<file path="config.mk">
export PLATFORM = sky130hd
export DESIGN_NAME = bounding_box_diagonal_top_flat
export DESIGN_NICKNAME = d
export VERILOG_FILES = /design/src/rtl/bbd_pkg.sv /design/src/rtl/bbd_stream_if.sv /design/src/rtl/bbd_front.sv /design/src/rtl/bbd_span_fifo.sv /design/src/rtl/bbd_back.sv /design/src/rtl/bounding_box_diagonal_top.sv /design/src/flat_wrapper.sv
export SDC_FILE = /design/constraint.sdc
export NUM_CORES = 2
export LEC_CHECK = 0
export BUFFER_PORTS_ARGS = -buffer_cell sky130_fd_sc_hd__buf_4
export CORE_MARGIN = 1
export CORE_UTILIZATION = 41
export DETAILED_ROUTE_END_ITERATION = 10
export SETUP_SLACK_MARGIN = 0.05
export SLEW_MARGIN = 20
export SYNTH_ARGS = -nofsm -noshare
export SYNTH_HDL_FRONTEND = slang
export SYNTH_SLANG_ARGS = --single-unit
</file>
<file path="constraint.sdc">
create_clock -name clk -period 14.74 [get_ports clk]
set_clock_uncertainty 0.05 [all_clocks]
set_input_delay 0.737 -clock clk [delete_from_list [all_inputs] [get_ports clk]]
set_output_delay 0.737 -clock clk [all_outputs]
set_load 0.005 [all_outputs]
</file>
<file path="src/rtl/bbd_pkg.sv">
package bbd_pkg;

    localparam int COORD_WIDTH_DEF = 32;
    localparam int FIFO_DEPTH      = 2;

    typedef enum logic [1:0] {
        BACK_IDLE,
        BACK_SQUARE,
        BACK_ROOT,
        BACK_OUT
    } back_state_t;

    typedef struct packed {
        logic full;
        logic empty;
    } fifo_status_t;

endpackage

</file>
<file path="src/rtl/bbd_stream_if.sv">
interface bbd_point_if #(
    parameter int CW = 32
);
    logic          valid;
    logic          ready;
    logic [CW-1:0] coord_x;
    logic [CW-1:0] coord_y;
    logic [CW-1:0] coord_z;
    logic          last_point;

    modport source (output valid, output coord_x, output coord_y, output coord_z,
                    output last_point, input ready);
    modport sink   (input valid, input coord_x, input coord_y, input coord_z,
                    input last_point, output ready);
endinterface

interface bbd_diag_if #(
    parameter int DW = 33
);
    logic          valid;
    logic          ready;
    logic [DW-1:0] diagonal;

    modport source (output valid, output diagonal, input ready);
    modport sink   (input valid, input diagonal, output ready);
endinterface

</file>
<file path="src/rtl/bbd_front.sv">
module bbd_front
    import bbd_pkg::*;
#(
    parameter int CW = COORD_WIDTH_DEF
) (
    input  logic            clk,
    input  logic            rst_n,
    bbd_point_if.sink       points,
    input  fifo_status_t    qstat,
    output logic            push,
    output logic [3*CW-1:0] push_data
);

    logic          set_open_reg;
    logic          set_open_next;
    logic [CW-1:0] min_reg [3];
    logic [CW-1:0] max_reg [3];
    logic [CW-1:0] min_next [3];
    logic [CW-1:0] max_next [3];
    logic [CW-1:0] biased [3];
    logic [CW-1:0] coord [3];
    logic          accept;

    assign coord[0] = points.coord_x;
    assign coord[1] = points.coord_y;
    assign coord[2] = points.coord_z;

    assign points.ready = !qstat.full;
    assign accept       = points.valid && points.ready;
    assign push         = accept && points.last_point;

    // Offset binary makes an unsigned compare follow the signed order.
    always_comb
    begin
        for (int a = 0; a < 3; a++)
        begin
            biased[a] = {~coord[a][CW-1], coord[a][CW-2:0]};
            if (!set_open_reg)
            begin
                min_next[a] = biased[a];
                max_next[a] = biased[a];
            end
            else
            begin
                min_next[a] = (biased[a] < min_reg[a]) ? biased[a] : min_reg[a];
                max_next[a] = (biased[a] > max_reg[a]) ? biased[a] : max_reg[a];
            end
            push_data[a*CW +: CW] = max_next[a] - min_next[a];
        end
    end

    always_comb
    begin
        set_open_next = set_open_reg;
        if (accept)
        begin
            set_open_next = !points.last_point;
        end
    end

    always_ff @(posedge clk or negedge rst_n)
    begin
        if (!rst_n)
        begin
            set_open_reg <= 1'b0;
        end
        else
        begin
            set_open_reg <= set_open_next;
        end
    end

    always_ff @(posedge clk)
    begin
        if (accept)
        begin
            for (int a = 0; a < 3; a++)
            begin
                min_reg[a] <= min_next[a];
                max_reg[a] <= max_next[a];
            end
        end
    end

endmodule

</file>
<file path="src/rtl/bbd_span_fifo.sv">
module bbd_span_fifo
    import bbd_pkg::*;
#(
    parameter int WIDTH = 3 * COORD_WIDTH_DEF
) (
    input  logic             clk,
    input  logic             rst_n,
    input  logic             push,
    input  logic [WIDTH-1:0] push_data,
    input  logic             pop,
    output logic [WIDTH-1:0] pop_data,
    output fifo_status_t     qstat
);

    localparam int PW = (FIFO_DEPTH > 1) ? $clog2(FIFO_DEPTH) : 1;
    localparam int CNW = $clog2(FIFO_DEPTH + 1);

    logic [WIDTH-1:0] mem [FIFO_DEPTH];
    logic [WIDTH-1:0] pop_data_reg;
    logic [PW-1:0]    wr_ptr_reg;
    logic [PW-1:0]    wr_ptr_next;
    logic [PW-1:0]    rd_ptr_reg;
    logic [PW-1:0]    rd_ptr_next;
    logic [CNW-1:0]   count_reg;
    logic [CNW-1:0]   count_next;
    logic             do_push;
    logic             do_pop;

    assign qstat.full  = (count_reg == CNW'(FIFO_DEPTH));
    assign qstat.empty = (count_reg == '0);
    assign do_push     = push && !qstat.full;
    assign do_pop      = pop && !qstat.empty;
    assign pop_data    = pop_data_reg;

    always_comb
    begin
        wr_ptr_next = wr_ptr_reg;
        rd_ptr_next = rd_ptr_reg;
        count_next  = count_reg;
        if (do_push)
        begin
            wr_ptr_next = (wr_ptr_reg == PW'(FIFO_DEPTH - 1)) ? '0 : wr_ptr_reg + 1'b1;
        end
        if (do_pop)
        begin
            rd_ptr_next = (rd_ptr_reg == PW'(FIFO_DEPTH - 1)) ? '0 : rd_ptr_reg + 1'b1;
        end
        if (do_push && !do_pop)
        begin
            count_next = count_reg + 1'b1;
        end
        else if (do_pop && !do_push)
        begin
            count_next = count_reg - 1'b1;
        end
    end

    always_ff @(posedge clk or negedge rst_n)
    begin
        if (!rst_n)
        begin
            wr_ptr_reg <= '0;
            rd_ptr_reg <= '0;
            count_reg  <= '0;
        end
        else
        begin
            wr_ptr_reg <= wr_ptr_next;
            rd_ptr_reg <= rd_ptr_next;
            count_reg  <= count_next;
        end
    end

    // The head entry is prefetched into a register, with the incoming item passed
    // straight through when it lands in the slot that is read next.
    always_ff @(posedge clk)
    begin
        if (do_push)
        begin
            mem[wr_ptr_reg] <= push_data;
        end
        if (do_push && (wr_ptr_reg == rd_ptr_next))
        begin
            pop_data_reg <= push_data;
        end
        else
        begin
            pop_data_reg <= mem[rd_ptr_next];
        end
    end

endmodule

</file>
<file path="src/rtl/bbd_back.sv">
module bbd_back
    import bbd_pkg::*;
#(
    parameter int CW = COORD_WIDTH_DEF
) (
    input  logic            clk,
    input  logic            rst_n,
    input  fifo_status_t    qstat,
    output logic            pop,
    input  logic [3*CW-1:0] pop_data,
    bbd_diag_if.source      results
);

    localparam int SW   = 2 * CW + 2;
    localparam int RW   = CW + 4;
    localparam int CNTW = $clog2(CW + 2);
    localparam logic [1:0] AXIS_X = 2'd0;
    localparam logic [1:0] AXIS_Z = 2'd2;

    back_state_t    state_reg;
    back_state_t    state_next;
    logic [CW-1:0]  span_reg [3];
    logic [1:0]     axis_reg;
    logic [CNTW-1:0] cnt_reg;
    logic [SW-1:0]  sum_reg;
    logic [SW-1:0]  mcand_reg;
    logic [CW-1:0]  mplier_reg;
    logic [RW-1:0]  rem_reg;
    logic [CW:0]    root_reg;
    logic [RW-1:0]  rem_shift;
    logic [RW-1:0]  trial;
    logic           take_bit;
    logic           square_done;
    logic           root_done;

    assign square_done = (cnt_reg == CNTW'(CW - 1));
    assign root_done   = (cnt_reg == CNTW'(CW));

    // One root bit per step, two radicand bits brought down each step.
    assign rem_shift = {rem_reg[RW-3:0], sum_reg[SW-1 -: 2]};
    assign trial     = {{(RW - CW - 3){1'b0}}, root_reg, 2'b01};
    assign take_bit  = (rem_shift >= trial);

    always_comb
    begin
        state_next = state_reg;
        unique case (state_reg)
            BACK_IDLE:
            begin
                if (!qstat.empty)
                begin
                    state_next = BACK_SQUARE;
                end
            end
            BACK_SQUARE:
            begin
                if (square_done && axis_reg == AXIS_Z)
                begin
                    state_next = BACK_ROOT;
                end
            end
            BACK_ROOT:
            begin
                if (root_done)
                begin
                    state_next = BACK_OUT;
                end
            end
            BACK_OUT:
            begin
                if (results.ready)
                begin
                    state_next = BACK_IDLE;
                end
            end
            default:
            begin
                state_next = BACK_IDLE;
            end
        endcase
    end

    always_comb
    begin
        pop              = (state_reg == BACK_IDLE) && !qstat.empty;
        results.valid    = (state_reg == BACK_OUT);
        results.diagonal = root_reg;
    end

    always_ff @(posedge clk or negedge rst_n)
    begin
        if (!rst_n)
        begin
            state_reg <= BACK_IDLE;
        end
        else
        begin
            state_reg <= state_next;
        end
    end

    always_ff @(posedge clk)
    begin
        case (state_reg)
            BACK_IDLE:
            begin
                for (int a = 0; a < 3; a++)
                begin
                    span_reg[a] <= pop_data[a*CW +: CW];
                end
                mcand_reg  <= SW'(pop_data[CW-1:0]);
                mplier_reg <= pop_data[CW-1:0];
                axis_reg   <= AXIS_X;
                cnt_reg    <= '0;
                sum_reg    <= '0;
            end
            BACK_SQUARE:
            begin
                sum_reg <= sum_reg + (mplier_reg[0] ? mcand_reg : '0);
                if (square_done)
                begin
                    cnt_reg <= '0;
                    rem_reg <= '0;
                    root_reg <= '0;
                    if (axis_reg != AXIS_Z)
                    begin
                        axis_reg   <= axis_reg + 1'b1;
                        mcand_reg  <= SW'(span_reg[axis_reg + 1'b1]);
                        mplier_reg <= span_reg[axis_reg + 1'b1];
                    end
                end
                else
                begin
                    cnt_reg    <= cnt_reg + 1'b1;
                    mcand_reg  <= {mcand_reg[SW-2:0], 1'b0};
                    mplier_reg <= {1'b0, mplier_reg[CW-1:1]};
                end
            end
            BACK_ROOT:
            begin
                cnt_reg  <= cnt_reg + 1'b1;
                sum_reg  <= {sum_reg[SW-3:0], 2'b00};
                rem_reg  <= take_bit ? rem_shift - trial : rem_shift;
                root_reg <= {root_reg[CW-1:0], take_bit};
            end
            default:
            begin
            end
        endcase
    end

endmodule

</file>
<file path="src/rtl/bounding_box_diagonal_top.sv">
// Channel   Role    Payload
// points    sink    coord_x, coord_y, coord_z (signed), last_point
// results   source  diagonal (unsigned, COORD_WIDTH+1 bits)
//
// The front takes one point per cycle and keeps the per-axis extremes.
// Each finished set waits in a two-entry queue; the back then computes a
// bit-serial square per axis and a bit-per-step square root, and holds the
// result until the output handshake. Points stall only while the queue is full.
// Reset is asynchronous and clears the open set, the queue and the back.
module bounding_box_diagonal_top
    import bbd_pkg::*;
#(
    parameter int COORD_WIDTH = COORD_WIDTH_DEF
) (
    input  logic       clk,
    input  logic       rst_n,
    bbd_point_if.sink  points,
    bbd_diag_if.source results
);

    fifo_status_t                 qstat;
    logic                         push;
    logic                         pop;
    logic [3*COORD_WIDTH-1:0]     push_data;
    logic [3*COORD_WIDTH-1:0]     pop_data;

    bbd_front #(
        .CW(COORD_WIDTH)
    ) u_front (
        .clk       (clk),
        .rst_n     (rst_n),
        .points    (points),
        .qstat     (qstat),
        .push      (push),
        .push_data (push_data)
    );

    bbd_span_fifo #(
        .WIDTH(3 * COORD_WIDTH)
    ) u_fifo (
        .clk       (clk),
        .rst_n     (rst_n),
        .push      (push),
        .push_data (push_data),
        .pop       (pop),
        .pop_data  (pop_data),
        .qstat     (qstat)
    );

    bbd_back #(
        .CW(COORD_WIDTH)
    ) u_back (
        .clk      (clk),
        .rst_n    (rst_n),
        .qstat    (qstat),
        .pop      (pop),
        .pop_data (pop_data),
        .results  (results)
    );

endmodule

</file>
<file path="src/flat_wrapper.sv">
// flat-port wrapper written by rule: the top's interface ports become plain ports
module bounding_box_diagonal_top_flat import bbd_pkg::*;
#(
    parameter int COORD_WIDTH = COORD_WIDTH_DEF
)
  (clk, rst_n, points_valid, points_coord_x, points_coord_y, points_coord_z, points_last_point, points_ready, results_valid, results_diagonal, results_ready);
  bbd_point_if #(.CW((COORD_WIDTH_DEF))) points_i ();
  bbd_diag_if #(.DW(((COORD_WIDTH_DEF) + 1))) results_i ();
  input  logic clk;
  input  logic rst_n;
  input wire logic [$bits(points_i.valid)-1:0] points_valid;
  input wire logic [$bits(points_i.coord_x)-1:0] points_coord_x;
  input wire logic [$bits(points_i.coord_y)-1:0] points_coord_y;
  input wire logic [$bits(points_i.coord_z)-1:0] points_coord_z;
  input wire logic [$bits(points_i.last_point)-1:0] points_last_point;
  output wire logic [$bits(points_i.ready)-1:0] points_ready;
  output wire logic [$bits(results_i.valid)-1:0] results_valid;
  output wire logic [$bits(results_i.diagonal)-1:0] results_diagonal;
  input wire logic [$bits(results_i.ready)-1:0] results_ready;
  assign points_i.valid = points_valid;
  assign points_i.coord_x = points_coord_x;
  assign points_i.coord_y = points_coord_y;
  assign points_i.coord_z = points_coord_z;
  assign points_i.last_point = points_last_point;
  assign points_ready = points_i.ready;
  assign results_valid = results_i.valid;
  assign results_diagonal = results_i.diagonal;
  assign results_i.ready = results_ready;
  bounding_box_diagonal_top #(.COORD_WIDTH(COORD_WIDTH)) u_core (.clk(clk), .rst_n(rst_n), .points(points_i), .results(results_i));
endmodule
</file>
# Word level (Yosys, flattened, before mapping)
# Memory sizes are Yosys's and may differ from the RTL's. A register that Yosys moved wholly into a read port is not among the register bits.
# Index checks and enable logic that the tools add are counted.
# Widths: inputs -> output; s select.
[totals]
ff_bits = 246
ramBits = 480
input_bits = 101
word_cells = 121
memories = 4
[classes]
n_addsub = 11
magnitude_cmp = 7
eq_ne = 15
muxes = 46
bitwise = 3
reduce_logical = 23
[mem_list]
columns = ["memory", "words", "width", "read_ports", "rd_ports_with_merged_regs", "write_ports", "line", "rtl"]
rows = [
  ["u_core.u_fifo.mem", 2, 96, 1, 1, 1, "bbd_span_fifo.sv:18", "logic [WIDTH-1:0] mem [FIFO_DEPTH];"],
  ["u_core.u_back.span_reg", 3, 32, 1, 0, 3, "bbd_back.sv:22", "logic [CW-1:0] span_reg [3];"],
  ["u_core.u_front.max_reg", 3, 32, 3, 0, 3, "bbd_front.sv:17", "logic [CW-1:0] max_reg [3];"],
  ["u_core.u_front.min_reg", 3, 32, 3, 0, 3, "bbd_front.sv:16", "logic [CW-1:0] min_reg [3];"],
]
[op_table]
columns = ["cell", "count"]
rows = [
  ["$mux 32", 14],
  ["$mux 66", 3],
  ["$pmux 66 s3", 1],
  ["$pmux 66 s2", 1],
  ["$gt 32x32->1", 3],
  ["$lt 32x32->1", 3],
  ["$sub 32x32->32", 3],
  ["$mux 34", 2],
  ["$pmux 34 s2", 1],
  ["$add 66x66->66", 1],
  ["$pmux 33 s2", 1],
  ["$pmux 32 s2", 1],
  ["$ge 36x35->1", 1],
  ["$sub 34x34->34", 1],
  ["$mux 33", 1],
  ["$pmux 6 s3", 1],
  ["$mux 2", 8],
  ["$ne 2x2->1 const B", 6],
  ["$mux 1", 9],
  ["$eq 2x2->1 const B", 4],
  ["$logic_and 1x1->1", 8],
  ["$pmux 2 s4", 1],
  ["$add 6x1->6 const B", 1],
  ["$eq 6x5->1 const B", 1],
  ["17 further kinds", 29],
]

# Logic depth before layout (Yosys ltp)
[depth]
ltp_word = 9
depth_mapped = 36
mapped_depth_nobuf = 35

# Cells and area by module
# A second synthesis with hierarchy kept.
[hier_totals]
hier_cells = 4333
hier_area_um2 = 45504.9
[by_module_without_submodules]
columns = ["module", "instances", "cells_each", "area_each_um2"]
rows = [
  ["bbd_back", 1, 1896, 19660.1],
  ["bbd_front", 1, 2118, 18500.2],
  ["bbd_span_fifo", 1, 319, 7344.5],
]

# Worst setup path before layout
# OpenSTA, ideal clock, no wires.
[synth_timing]
path_kind = "input-to-reg"
from = "input points_valid"
to = "memory u_core.u_fifo.mem[0][0] in the netlist's numbering (enable)"
t_arrival_ns = 10.963
slack_ns = 3.177
cell_stages = 4
cell_sequence = "and2_1 > clkbuf_1 > nand2_1 > nor2_1"
[synth_between]
elab_chain_len = 5
[synth_rtl]
columns = ["item", "line", "rtl"]
rows = [
  ["start, declared", "flat_wrapper.sv:11", "input wire logic [$bits(points_i.valid)-1:0] points_valid;"],
  ["$logic_and 1x1->1", "bbd_front.sv:29", "assign accept = points.valid && points.ready;"],
  ["named net u_core.u_front.accept", "bbd_front.sv:22", "logic accept;"],
  ["$logic_and 1x1->1", "bbd_front.sv:30", "assign push = accept && points.last_point;"],
  ["$logic_and 1x1->1", "bbd_span_fifo.sv:31", "assign do_push = push && !qstat.full;"],
  ["$mux 1", "bbd_span_fifo.sv:78", "if (do_push)"],
  ["$mux 1 (not written as such)", "bbd_span_fifo.sv:80", "mem[wr_ptr_reg] <= push_data;"],
  ["end, declared", "bbd_span_fifo.sv:18", ""],
]
# The timed path passes the listed nets, and every way through them passes these cells.

==> summary by stage <==
Status
The flow ran to the end, and the final reports show no timing, DRC or antenna violations.

Synthesis
Counting distinct cell types in the post-synthesis netlist gives 90. The dominant combinational cell family by area after synthesis is compound AO/OA/AOI/OAI gates. In the synthesized netlist the dominant register cell turns out to be sky130_fd_sc_hd__edfxtp_1. Of the total synthesized cell area, the portion taken by AND, OR, NAND and NOR gates is 0.116. The adder-cell share of the synthesized area is 0.110. The per-instance average area after synthesis is 10.8 µm².

The share of the Yosys chip area taken by registers is 0.495. The fraction of the mapped netlist area in compound gates is 0.146. The flop and latch count out of synthesis is between 700 and 800.

The fraction of synthesized cell area in xor and xnor cells is 0.0338. The number of nets produced by synthesis is roughly 4600. The count of mapped cells out of synthesis is a little over 4000. Of the post-synthesis cell area, the part taken by muxes is 0.0542.

The share of synthesized flip-flops with an asynchronous set or reset is 0.00963. The cell area that synthesis handed to floorplanning was 44000 µm². Yosys mapped a number of flops with a built-in enable equal to 719. The number of warning messages in the yosys log is 0.

Clock network
The clock transition time at the flip-flop clock pins of the worst setup and hold paths is approximately 0.06 ns. Once the clock tree was built, the setup fixing pass inserted 0 buffers. The number of buffers created by CTS is between 80 and 90. The clock drives 727 sinks. The number of H-tree branching levels is 3.

The buffer cell driving the clock tree root is sky130_fd_sc_hd__clkbuf_16. TritonCTS built the clock tree. The maximum buffer depth of the clock tree is 3.

The clock reaches the later pin of the worst-skew pair after ~0.68 ns.

Floorplanning
The die covers around 110000 µm². The effective utilization at floorplan is 0.416. The die is approximately 330 µm wide. From bottom edge to top edge, the die measures 330 µm. The floorplan row count is ~120. about 140 I/O pins were placed. The total area inside the core boundary comes to around 110000 µm².

Placed design
Detailed placement finished with a half-perimeter wire length of approximately 74000 µm. The post-detailed-placement cell area is ~47000 µm². The global placement routability congestion is 0.831. The cell count after placement is between 5000 and 6000. The number of buffer cells added on primary ports is 135.

Final layout
The final non-filler cell total is 5686. After the last flow step, the layout net total stands at ~4700. The flip-flop count of the largest register, all copies and words added is between 150 and 200. The ratio of cells with drive above 1 in the final layout is 0.112. The layout-stage area growth over the synthesis result is 13.0%. The summed area of non-filler cells in the final layout is ~50000 µm². Fill cells in the final layout number roughly 9700.

Global route
The initial antenna violation count is 4. The first global-routing pass estimated 163000 µm of wire. Entering global routing, the biggest net connects 81 pins. The via count of the first global-routing pass is 29677. Across every metal layer, demand over resource in global routing totals 0.189.

For this run the aggregate overflow at the end of global routing stands at 0.

Critical path
Along the worst path, the maximum fanout reaches 10. Across all register-to-register paths, the minimum setup slack is around 7.5 ns. The cell family contributing the most delay on the critical path is compound AO/OA/AOI/OAI gates. The cell repeated most along the worst path is sky130_fd_sc_hd__a21o_1. The combined buffer and inverter count along the critical path is 1. The biggest cell delay along the critical path is roughly 0.49 ns. The required time reported for the critical path endpoint is between 15 and 20 ns. Data arrives at the worst endpoint at between 7 and 8 ns. The worst-path cell with the longest stage delay is sky130_fd_sc_hd__o31ai_1. STA classifies the critical path startpoint as a flip-flop. STA classifies the critical path endpoint as a flip-flop. The worst setup path is of the reg -> reg kind.

STA
The upper clock frequency limit is between 100 and 150 MHz. Counting I/O delays and the setup requirement, the final critical path takes slightly above 7 ns. At the pin with the least slew margin, the transition time is between 1 and 1.5 ns. The count of final max-slew check failures was 0.

The post-route clock period utilization is 0.493. The number of endpoints with negative hold slack in the final report is 0. Setup repair after global routing left no endpoint under its margin. In the final timing run, aggregate negative setup slack is 0 ns. Setup violations remaining at the end of the flow were counted as 0. The relative slew slack is 0.263.

Drt
The post-route antenna net violation count is 0. The wire length per cell after detailed routing is between 15 and 20 µm. For this run, design rule violations remaining after detail routing come to 0. The sum of routed wire length over all layers is 103000 µm. The first-pass detailed-route iteration total is 5.

The via-per-instance ratio is 5.34. Across all layers, the routed design uses 30337 vias. The DRC violation total after the first TritonRoute iteration is 1701.

Pwr
The switching power share of the total is 0.361. Power spread over the standard cell area amounts to about 180 nW/µm². The fraction of power consumed by sequential logic is 0.350. The cell-internal power is roughly 5.8 mW. In this run the power spent charging and discharging nets is between 3 and 4 mW. The combinational fraction of design power is 0.394. The leakage power figure is roughly 21 nW. Of the total power, the clock network draws 0.256. The peak ir drop on the vdd network is ~0.00011 V.

Min path
The tightest min-delay check is of the in -> reg type.

Flow run
The tool flagged a number of max-cap violations equal to 0.
-- path summary, 6_finish.rpt --
| kind | from | endpoint | cells after the start |
|---|---|---|---|
| worst max-delay path | u_core.u_front.min_reg[0][65] | u_core.u_fifo.mem[0][95] | 32 |
| worst min register to register | u_core.u_fifo.rd_ptr_reg | flip-flop | 1 |
| worst min-delay path | points_coord_x[0] | u_core.u_front.max_reg[0][0] | 3 |
| max in group asynchronous | rst_n | u_core.u_fifo.rd_ptr_reg | 2 |
| worst max register to register | u_core.u_front.min_reg[0][65] | u_core.u_fifo.mem[0][95] | 32 |
| min in group asynchronous | rst_n | u_core.u_back.state_reg[1] | 2 |
-- power by group through the flow --
stage | registers (mW) | clock network, mW | logic [mW]
final | 3.18 | 2.33 | 3.58
after floorplan | 3.22 | 0 | 2.60
after detailed placement | 3.22 | 0 | 3.59
after global placement | 3.21 | 0 | 3.54
after global routing | 3.21 | 2.46 | 4.02
after CTS | 3.18 | 2.39 | 3.62
-- kinds of logic after synthesis --
| logic type | count (synthesis) |
|---|---|
| AOI/OAI and AO/OA | 1011 |
| muxes | 223 |
| xor gates and xnor gates | 170 |
| buffers and inverters | 524 |
| DFF | 727 |
| adders and majority gates | 386 |
| and+or+nand+nor | 1054 |
-- worst reg2reg max path, delay by kind of cell, from the launching register on --
kind | cells | cell delay (ns)
compound gates | 26 | 5.50
fa+ha+maj | 2 | 0.48
flops | 1 | 0.40
mux | 1 | 0.27
simple gates | 1 | 0.13
xor+xnor | 1 | 0.10
buf+inv | 1 | 0.08
-- metrics by stage --
stage          power (mW)  hold slack [ns]  setup slack, ns  utilization
6_report             9.09            0.338             7.48        0.470
5_1_grt              9.69            0.320             6.62        0.470
4_1_cts              9.18            0.289             7.46        0.470
3_5_place_dp         6.81            0.411             7.05        0.441
3_3_place_gp         6.74            0.414             7.15        0.441
2_1_floorplan        5.82            0.390             3.18            -
-- placed cells by master, fill, tap and decap left out, types with 62 or more instances in the layout --
master / count
sky130_fd_sc_hd__a21o_1: 178
sky130_fd_sc_hd__a21oi_1: 241
sky130_fd_sc_hd__and2_1: 113
sky130_fd_sc_hd__buf_4: 165
sky130_fd_sc_hd__clkbuf_16: 85
sky130_fd_sc_hd__edfxtp_1: 719
sky130_fd_sc_hd__ha_1: 372
sky130_fd_sc_hd__inv_1: 398
sky130_fd_sc_hd__mux2_2: 123
sky130_fd_sc_hd__mux2i_1: 100
sky130_fd_sc_hd__nand2_1: 296
sky130_fd_sc_hd__nor2_1: 280
sky130_fd_sc_hd__nor2b_1: 84
sky130_fd_sc_hd__o21ai_0: 280
sky130_fd_sc_hd__xnor2_1: 108
sky130_fd_sc_hd__xor2_1: 62
-- Yosys cell counts (41+ instances only) --
cell type                  number  area share
sky130_fd_sc_hd__edfxtp_1     719        0.49
sky130_fd_sc_hd__inv_1        399       0.034
sky130_fd_sc_hd__ha_1         375        0.11
sky130_fd_sc_hd__nand2_1      296       0.025
sky130_fd_sc_hd__nor2_1       282       0.024
sky130_fd_sc_hd__o21ai_0      282       0.032
sky130_fd_sc_hd__a21oi_1      242       0.027
sky130_fd_sc_hd__a21o_1       178       0.030
sky130_fd_sc_hd__mux2_2       123       0.031
sky130_fd_sc_hd__and2_1       114       0.016
sky130_fd_sc_hd__xnor2_1      108       0.021
sky130_fd_sc_hd__clkbuf_1     103      0.0088
sky130_fd_sc_hd__mux2i_1      100       0.023
sky130_fd_sc_hd__nor2b_1       84       0.012
sky130_fd_sc_hd__xor2_1        62       0.012
sky130_fd_sc_hd__nand3_1       52      0.0059
sky130_fd_sc_hd__nand4_1       43      0.0061
sky130_fd_sc_hd__nor3_1        41      0.0047
-- final cells by class --
| class | instances | area, µm² | share of cell area |
|---|---|---|---|
| tap | 1391 | 1740 | 0.0350 |
| inverter | 401 | 1510 | 0.0302 |
| clock inverter | 60 | 935 | 0.0188 |
| multi-input combinational | 2844 | 20400 | 0.409 |
| timing repair buffer | 166 | 1250 | 0.0251 |
| clock buffer | 96 | 2180 | 0.0438 |
| sequential | 727 | 21800 | 0.438 |
| antenna | 1 | 2.50 | 0.0000503 |
-- timing repair --
action,CTS,global route
hold endpoints to repair,7,0
resized for setup,0,0
hold buffers,1,0
-- per-layer routing --
layer	GRT usage	routed length [µm]	vias up
met3	0.0347	4320	121
met1	0.247	46700	14592
met4	0.0467	2130	4
met5	0	28	-
met2	0.322	49500	480
li1	-	-	15140
Note: power is estimated with default switching activity, not from simulation.
